<file path="src/design/obfe_pkg.sv">
`timescale 1ns / 1ps
// ----------------------------------------------------------------------------
// obfe_pkg
// shared types, widths and codes for the order book feature engine
// ----------------------------------------------------------------------------
package obfe_pkg;

  localparam int NUM_W = 80;   // divider dividend width
  localparam int DEN_W = 33;   // divider divisor width
  localparam int BITS_W = 7;   // divider step count width
  localparam int SUM_W = 48;   // rolling sum width
  localparam int OFI_W = 34;
  localparam int SPR_W = 32;
  localparam int QI_W = 18;
  localparam int MICRO_W = 47;

  localparam logic [2:0] EMIT_MID = 3'd0;
  localparam logic [2:0] EMIT_SPR = 3'd1;
  localparam logic [2:0] EMIT_OFI = 3'd2;
  localparam logic [2:0] EMIT_MICRO = 3'd3;
  localparam logic [2:0] EMIT_QI = 3'd4;
  localparam logic [2:0] EMIT_MEAN = 3'd5;

  localparam logic [3:0] LAST_K = 4'd8;

  typedef struct packed {
    logic       load;
    logic       qi_start;
    logic       qi_save;
    logic       mul_a;
    logic       mul_b;
    logic       mc_start;
    logic       mc_save;
    logic       emit;
    logic [2:0] emit_sel;
    logic       mem_rd;
    logic       sum_upd;
    logic       mean_start;
    logic       hist_commit;
    logic [3:0] k;
  } obfe_cmd_t;

  typedef struct packed {
    logic den_zero;
    logic is_top;
    logic is_last;
    logic div_done;
    logic out_free;
  } obfe_stat_t;

  // signal of rolling slot k: 0 ofi, 1 spread, 2 level 0 imbalance
  function automatic logic [1:0] k_sig(input logic [3:0] k);
    logic [1:0] s;
    case (k)
      4'd0, 4'd1, 4'd2: s = 2'd0;
      4'd3, 4'd4, 4'd5: s = 2'd1;
      default: s = 2'd2;
    endcase
    return s;
  endfunction

  // window of rolling slot k: 0 short, 1 mid, 2 long
  function automatic logic [1:0] k_win(input logic [3:0] k);
    logic [1:0] w;
    case (k)
      4'd0, 4'd3, 4'd6: w = 2'd0;
      4'd1, 4'd4, 4'd7: w = 2'd1;
      default: w = 2'd2;
    endcase
    return w;
  endfunction

endpackage

</file>
<file path="src/design/obfe_ctrl.sv">
`timescale 1ns / 1ps
// ----------------------------------------------------------------------------
// obfe_ctrl
// sequencer that steps the datapath through one level word
// ----------------------------------------------------------------------------
module obfe_ctrl (
  input  logic                 clk,
  input  logic                 rst,
  input  logic                 in_valid,
  output logic                 in_stall,
  input  obfe_pkg::obfe_stat_t stat,
  output obfe_pkg::obfe_cmd_t  cmd
);

  localparam logic [3:0] S_IDLE = 4'd0;
  localparam logic [3:0] S_QI_GO = 4'd1;
  localparam logic [3:0] S_QI_WAIT = 4'd2;
  localparam logic [3:0] S_MUL_A = 4'd3;
  localparam logic [3:0] S_MUL_B = 4'd4;
  localparam logic [3:0] S_MC_GO = 4'd5;
  localparam logic [3:0] S_MC_WAIT = 4'd6;
  localparam logic [3:0] S_TOP_EMIT = 4'd7;
  localparam logic [3:0] S_QI_EMIT = 4'd8;
  localparam logic [3:0] S_RD = 4'd9;
  localparam logic [3:0] S_SUM = 4'd10;
  localparam logic [3:0] S_MEAN_GO = 4'd11;
  localparam logic [3:0] S_MEAN_WAIT = 4'd12;
  localparam logic [3:0] S_MEAN_EMIT = 4'd13;
  localparam logic [3:0] S_COMMIT = 4'd14;

  logic [3:0] state, state_next;
  logic [3:0] k, k_next;

  assign in_stall = (state != S_IDLE);

  always_comb begin
    cmd = '0;
    cmd.k = k;
    state_next = state;
    k_next = k;
    case (state)
      S_IDLE: begin
        if (in_valid) begin
          cmd.load = 1'b1;
          state_next = S_QI_GO;
        end
      end
      S_QI_GO: begin
        if (stat.den_zero) begin
          cmd.qi_save = 1'b1;
          state_next = stat.is_top ? S_MUL_A : S_QI_EMIT;
        end else begin
          cmd.qi_start = 1'b1;
          state_next = S_QI_WAIT;
        end
      end
      S_QI_WAIT: begin
        if (stat.div_done) begin
          cmd.qi_save = 1'b1;
          state_next = stat.is_top ? S_MUL_A : S_QI_EMIT;
        end
      end
      S_MUL_A: begin
        cmd.mul_a = 1'b1;
        state_next = S_MUL_B;
      end
      S_MUL_B: begin
        cmd.mul_b = 1'b1;
        state_next = S_MC_GO;
      end
      S_MC_GO: begin
        if (stat.den_zero) begin
          cmd.mc_save = 1'b1;
          k_next = 4'd0;
          state_next = S_TOP_EMIT;
        end else begin
          cmd.mc_start = 1'b1;
          state_next = S_MC_WAIT;
        end
      end
      S_MC_WAIT: begin
        if (stat.div_done) begin
          cmd.mc_save = 1'b1;
          k_next = 4'd0;
          state_next = S_TOP_EMIT;
        end
      end
      S_TOP_EMIT: begin
        case (k)
          4'd0: cmd.emit_sel = obfe_pkg::EMIT_MID;
          4'd1: cmd.emit_sel = obfe_pkg::EMIT_SPR;
          4'd2: cmd.emit_sel = obfe_pkg::EMIT_OFI;
          default: cmd.emit_sel = obfe_pkg::EMIT_MICRO;
        endcase
        if (stat.out_free) begin
          cmd.emit = 1'b1;
          k_next = k + 4'd1;
          if (k == 4'd3) begin
            state_next = S_QI_EMIT;
          end
        end
      end
      S_QI_EMIT: begin
        cmd.emit_sel = obfe_pkg::EMIT_QI;
        if (stat.out_free) begin
          cmd.emit = 1'b1;
          k_next = 4'd0;
          state_next = stat.is_last ? S_RD : S_IDLE;
        end
      end
      S_RD: begin
        cmd.mem_rd = 1'b1;
        state_next = S_SUM;
      end
      S_SUM: begin
        cmd.sum_upd = 1'b1;
        state_next = S_MEAN_GO;
      end
      S_MEAN_GO: begin
        cmd.mean_start = 1'b1;
        state_next = S_MEAN_WAIT;
      end
      S_MEAN_WAIT: begin
        if (stat.div_done) begin
          state_next = S_MEAN_EMIT;
        end
      end
      S_MEAN_EMIT: begin
        cmd.emit_sel = obfe_pkg::EMIT_MEAN;
        if (stat.out_free) begin
          cmd.emit = 1'b1;
          if (k == obfe_pkg::LAST_K) begin
            state_next = S_COMMIT;
          end else begin
            k_next = k + 4'd1;
            state_next = S_RD;
          end
        end
      end
      S_COMMIT: begin
        cmd.hist_commit = 1'b1;
        state_next = S_IDLE;
      end
      default: begin
        state_next = S_IDLE;
      end
    endcase
  end

  always_ff @(posedge clk) begin
    if (rst) begin
      state <= S_IDLE;
      k <= '0;
    end else begin
      state <= state_next;
      k <= k_next;
    end
  end

endmodule

</file>
<file path="config.mk">
export PLATFORM = sky130hd
export DESIGN_NAME = obfe_ctrl
export DESIGN_NICKNAME = d
export VERILOG_FILES = /design/src/design/obfe_pkg.sv /design/src/design/obfe_ctrl.sv
export SDC_FILE = /design/constraint.sdc
export NUM_CORES = 1
export LEC_CHECK = 0
export ABC_CLOCK_PERIOD_IN_PS = 3000
export BUFFER_PORTS_ARGS = -buffer_cell sky130_fd_sc_hd__buf_2
export CAP_MARGIN = 40
export CORE_MARGIN = 5
export CORE_UTILIZATION = 54
export DETAILED_ROUTE_END_ITERATION = 8
export PLACE_DENSITY = 0.83
export RECOVER_POWER = 100
export SYNTH_ARGS = -nofsm -noshare
export SYNTH_HDL_FRONTEND = slang
export SYNTH_SLANG_ARGS = --single-unit
</file>
<file path="constraint.sdc">
create_clock -name clk -period 3 [get_ports clk]
set_input_delay 0.6 -clock clk [delete_from_list [all_inputs] [get_ports clk]]
set_output_delay 0.6 -clock clk [all_outputs]
set_load 0.01 [all_outputs]
</file>
Word level (Yosys, flattened, before mapping)
Index checks and enable logic that the tools add are counted.
{ "word_totals": {"input_bits": 8, "out_inout_bits": 20, "elab_cells": 76, "regBits": 8} }
{ "op_classes": {"n_eq_ne": 28, "n_reduce_logical": 6, "n_addsub": 1, "mux": 39} }
{ "op_table": {"columns": ["cell", "n"], "rows": [
  ["$mux 4", 17],
  ["$pmux 4 s14", 1],
  ["$eq 4x4->1 const B", 8],
  ["$ne 2x2->1 const B", 10],
  ["$pmux 4 s5", 1],
  ["$eq 4x2->1 const B", 4],
  ["$eq 4x3->1 const B", 4],
  ["$mux 1", 15],
  ["$pmux 4 s3", 1],
  ["$eq 4x1->1 const B", 2],
  ["$logic_not 4->1", 2],
  ["$reduce_and 8->1", 1],
  ["$reduce_and 7->1", 1],
  ["$pmux 2 s3", 1],
  ["$reduce_bool 5->1", 1],
  ["$add 4x1->4 const B", 1],
  ["$pmux 1 s2", 2],
  ["$reduce_bool 4->1", 1],
  ["$mux 3", 1]
]} }

Longest topological paths before layout
{ "logic_depth": {"word_depth": 4, "mapped_depth": 7, "mapped_depth_nobuf": 7} }

Worst setup path after synthesis
No wires, ideal clock.
{ "synth_path": {"path_kind": "register -> output", "start": "register state[2]", "end": "output cmd[11] in the netlist's numbering", "path_buffers": 3, "path_slack_ns": 0.729, "path_stages_with_launch": 7, "t_required_ns": 2.400, "arrival_time_ns": 1.671, "path_cell_list": "dfxtp_1 > buf_2 > clkbuf_1 > buf_1 > xor2_1 > nor3b_1 > o21a_1"} }
{ "synth_lines": {"columns": ["item", "line", "text"], "rows": [
  ["start, declared", "obfe_ctrl.sv:31", "logic [3:0] state, state_next;"],
  ["start signal, assigned", "obfe_ctrl.sv:155", "state <= state_next;"],
  ["end, declared", "obfe_ctrl.sv:12", "output obfe_pkg::obfe_cmd_t cmd"]
]} }

Worst setup path in the final report
{ "layout_path": {"start": "register state[0]", "end": "register k[3]"} }
{ "layout_between": {"elab_chain_cells": 3, "elab_cells_between_ends": 14, "classes_between": "11 x eq/ne; 1 x mux; 2 x reduce/logical"} }
{ "layout_rtl": {"columns": ["item", "line", "text"], "rows": [
  ["$eq 4x4->1 or $eq 4x3->1 (tied branches)", "obfe_ctrl.sv:41", "case (state)"],
  ["$reduce_bool 5->1 (no source line) or $ne 2x2->1 (tied branches)", null, null],
  ["$reduce_and 7->1 (no source line)", null, null],
  ["end signal, assigned", "obfe_ctrl.sv:156", "k <= k_next;"],
  ["end, declared", "obfe_ctrl.sv:32", "logic [3:0] k, k_next;"]
]} }
Several ways; a longest one is shown, not always the timed one.
A chain may end at the register's enable or synchronous reset.

==> metrics <==
status finished clean; RSZ-0062 raised after global routing no; largest area contributor in the netlist dfxtp_1; synth cell count leaders 14 x nor2_1, 12 x a21oi_1, 8 x dfxtp_1, 8 x o21ai_0; ANT nets after route 0; Buffers on Ports 27; routed via count around 1100; average size of a mapped cell 6.92 um^2; most common cell in the netlist nor2_1; first-pass GRT wire length 3.87 mm; CP bufs+invs 0; Via density 6.43; FF+latch area between 150 and 200 um^2; DR DRC count 0; Worst Max-Slew Pin Slew between 0.7 and 0.8 ns; clk slew on worst S/H paths approximately 0.06 ns; Synth Register Bits 8; total negative setup slack 0 ns; Clock power frac 0.116; CTS Buf Count 3; DRT met1 WL 1.01 mm; post_cts resized 0; Comb pwr share 0.550; I/O Pins 28; switching pwr 0.365 mW; CP peak stage delay between 0.7 and 0.8 ns; Crit path max-delay family flip-flops; Inserted Diodes 0; vias in the first global route 976; CTS Hold Bufs 0; yosys warns 0; sequential power share 0.334; maximum VDD drop 0.465 mV; initial antenna violation count 0; Max-Cap Viols 0; starting density of the core 0.551; area growth from synthesis to layout 11.7%; Die X 51.3 um; Tcrit/Tclk final 0.797; syn nets 145; final core utilization 0.616; CP endpoint kind flop; met2 wire length 1.15 mm; total die area between 0.002 and 0.003 mm^2; final slew viol count 0; dominant synthesized flop cell dfxtp_1; pwr/cell area 688 mW/mm^2; Synth top area share 0.174; H-tree depth 1; max layer used met4; core area around 0.0017 mm^2; GP Congestion roughly 0.90; Seq/Total Area, Yosys 0.174; final wirelength 2.40 mm; multi-input logic area 688 um^2; Post-synth EDFFs 0; Leak between 0.3 and 0.4 nW; share of cells above drive strength 1 0.0789; Overflow after GRT 0; Arrival @ worst endpoint 2.54 ns; HPWL after detailed placement 1.76 mm; Synth Instances 133; total power 0.708 mW; cell at the slowest stage of the critical path dfxtp_1; First-pass DRT Iterations 4; gr usage total 0.187; postcts setup bufs 0; clock sink count 8; ys async rst share 0; final number of hold-violating endpoints 0; critical path peak fanout 23; FF-to-FF setup slack 0.61 ns; CTS Root Cell clkbuf_4; crit path cell chain mux2i_1 -> and4b_1 -> a211o_1 -> or3_1 -> o41ai_1; Worst Hold Class reg2reg; CP Launch Type flop; CTS max path bufs 2; DR WL/cell between 10 and 15 um; largest net degree at the start of global routing 28; fmax 418 MHz; CP Data Required Time 3.15 ns; Synth cell types 42; Slew HR 0.480; Setup CP Type reg2reg; filler instances 178; Iteration-0 DRC Markers 28; final setup vio count 0; Pint 0.343 mW; Sw Share 0.516; CTS tree yes; die height 51.3 um; Post-Syn Area 921 um^2; worst skew pair latency 0.25 ns; Std-Cell Rows 15; met3 WL 197 um; top area cells in the synthesized netlist dfxtp_1 17%, a21oi_1 6.5%, nor2_1 5.7%; Final #Nets 166; crit path time final 2.39 ns; worst clock skew about 0.0041 ns
[power by group through the flow]
stage | clock network [mW] | registers (mW) | logic [mW]
after floorplan | 0 | 0.146 | 0.387
after global placement | 0 | 0.232 | 0.385
after detailed placement | 0 | 0.236 | 0.394
after CTS | 0.0840 | 0.235 | 0.395
after global routing | 0.0936 | 0.253 | 0.429
final | 0.0822 | 0.237 | 0.389
[state kept, by name, indices dropped and copies added (netlist names)]
register  cells
state         4
k             4
[logic make-up (layout without fill, tap and decap cells)]
logic type,count (synthesis),in the layout,synth area share
adders and majority gates,4,4,0.0543
muxes,2,2,0.0217
buffers and inverters,18,37,0.0788
xor gates and xnor gates,1,1,0.00951
DFF,8,8,0.174
AOI/OAI and AO/OA,42,42,0.302
and+or+nand+nor,58,58,0.360
[layer usage]
layer	global-route usage	vias to the layer above
met2	0.337	53
li1	-	538
met3	0.0525	5
met1	0.206	490
met5	0	-
met4	0.0699	0
[worst register-to-register path: stages, from the launching register on]
cell and delay (ns):
dfxtp_1 0.77, mux2i_1 0.16, and4b_1 0.22, a211o_1 0.39
or3_1 0.43, o41ai_1 0.32
[metrics by stage]
stage                     cells  cell area, um^2  hold slack, ns  worst slack [ns]
after floorplan             133              921           0.550             0.729
after global placement      166             1030           0.566             0.769
after detailed placement    166             1030           0.577             0.635
after CTS                   169             1050           0.587             0.617
after global routing        169             1030           0.615             0.403
final                       169             1030           0.583             0.609
[path summary, 6_finish.rpt]
check,end,depth (start not counted),startpoint
setup / recovery,k[3],5,state[0]
hold / removal,k[1],2,k[1]
setup reg to reg,k[3],5,state[0]
hold reg to reg,k[1],2,k[1]
[cells in the final DEF (no fill, tap or decap), types with 2 or more instances in the layout]
master | synthesis | routed
o21ai_0 | 8 | 8
nand2_1 | 4 | 4
dfxtp_1 | 8 | 8
nor3b_1 | 3 | 3
a21oi_1 | 12 | 12
clkbuf_4 | 0 | 3
nand4b_1 | 2 | 2
o22ai_1 | 2 | 2
o221ai_1 | 2 | 2
o41ai_1 | 2 | 2
nand2b_1 | 7 | 7
nor4_1 | 5 | 5
a21o_1 | 2 | 2
buf_2 | 4 | 7
nor2_1 | 14 | 14
nand3_1 | 2 | 2
mux2i_1 | 2 | 2
a311oi_1 | 3 | 3
ha_1 | 4 | 4
nor2b_1 | 5 | 5
inv_1 | 7 | 7
nor3_1 | 6 | 6
or4_1 | 3 | 3
clkbuf_1 | 3 | 20
o311ai_0 | 2 | 2
[final cells by class]
cell class,instances,share of cell area
inverter,7,0.0255
multi-input combinational,107,0.669
clock buffer,3,0.0219
sequential,8,0.156
timing repair buffer,27,0.107
tap,17,0.0207
No activity file was read; power rests on OpenSTA's default activity.
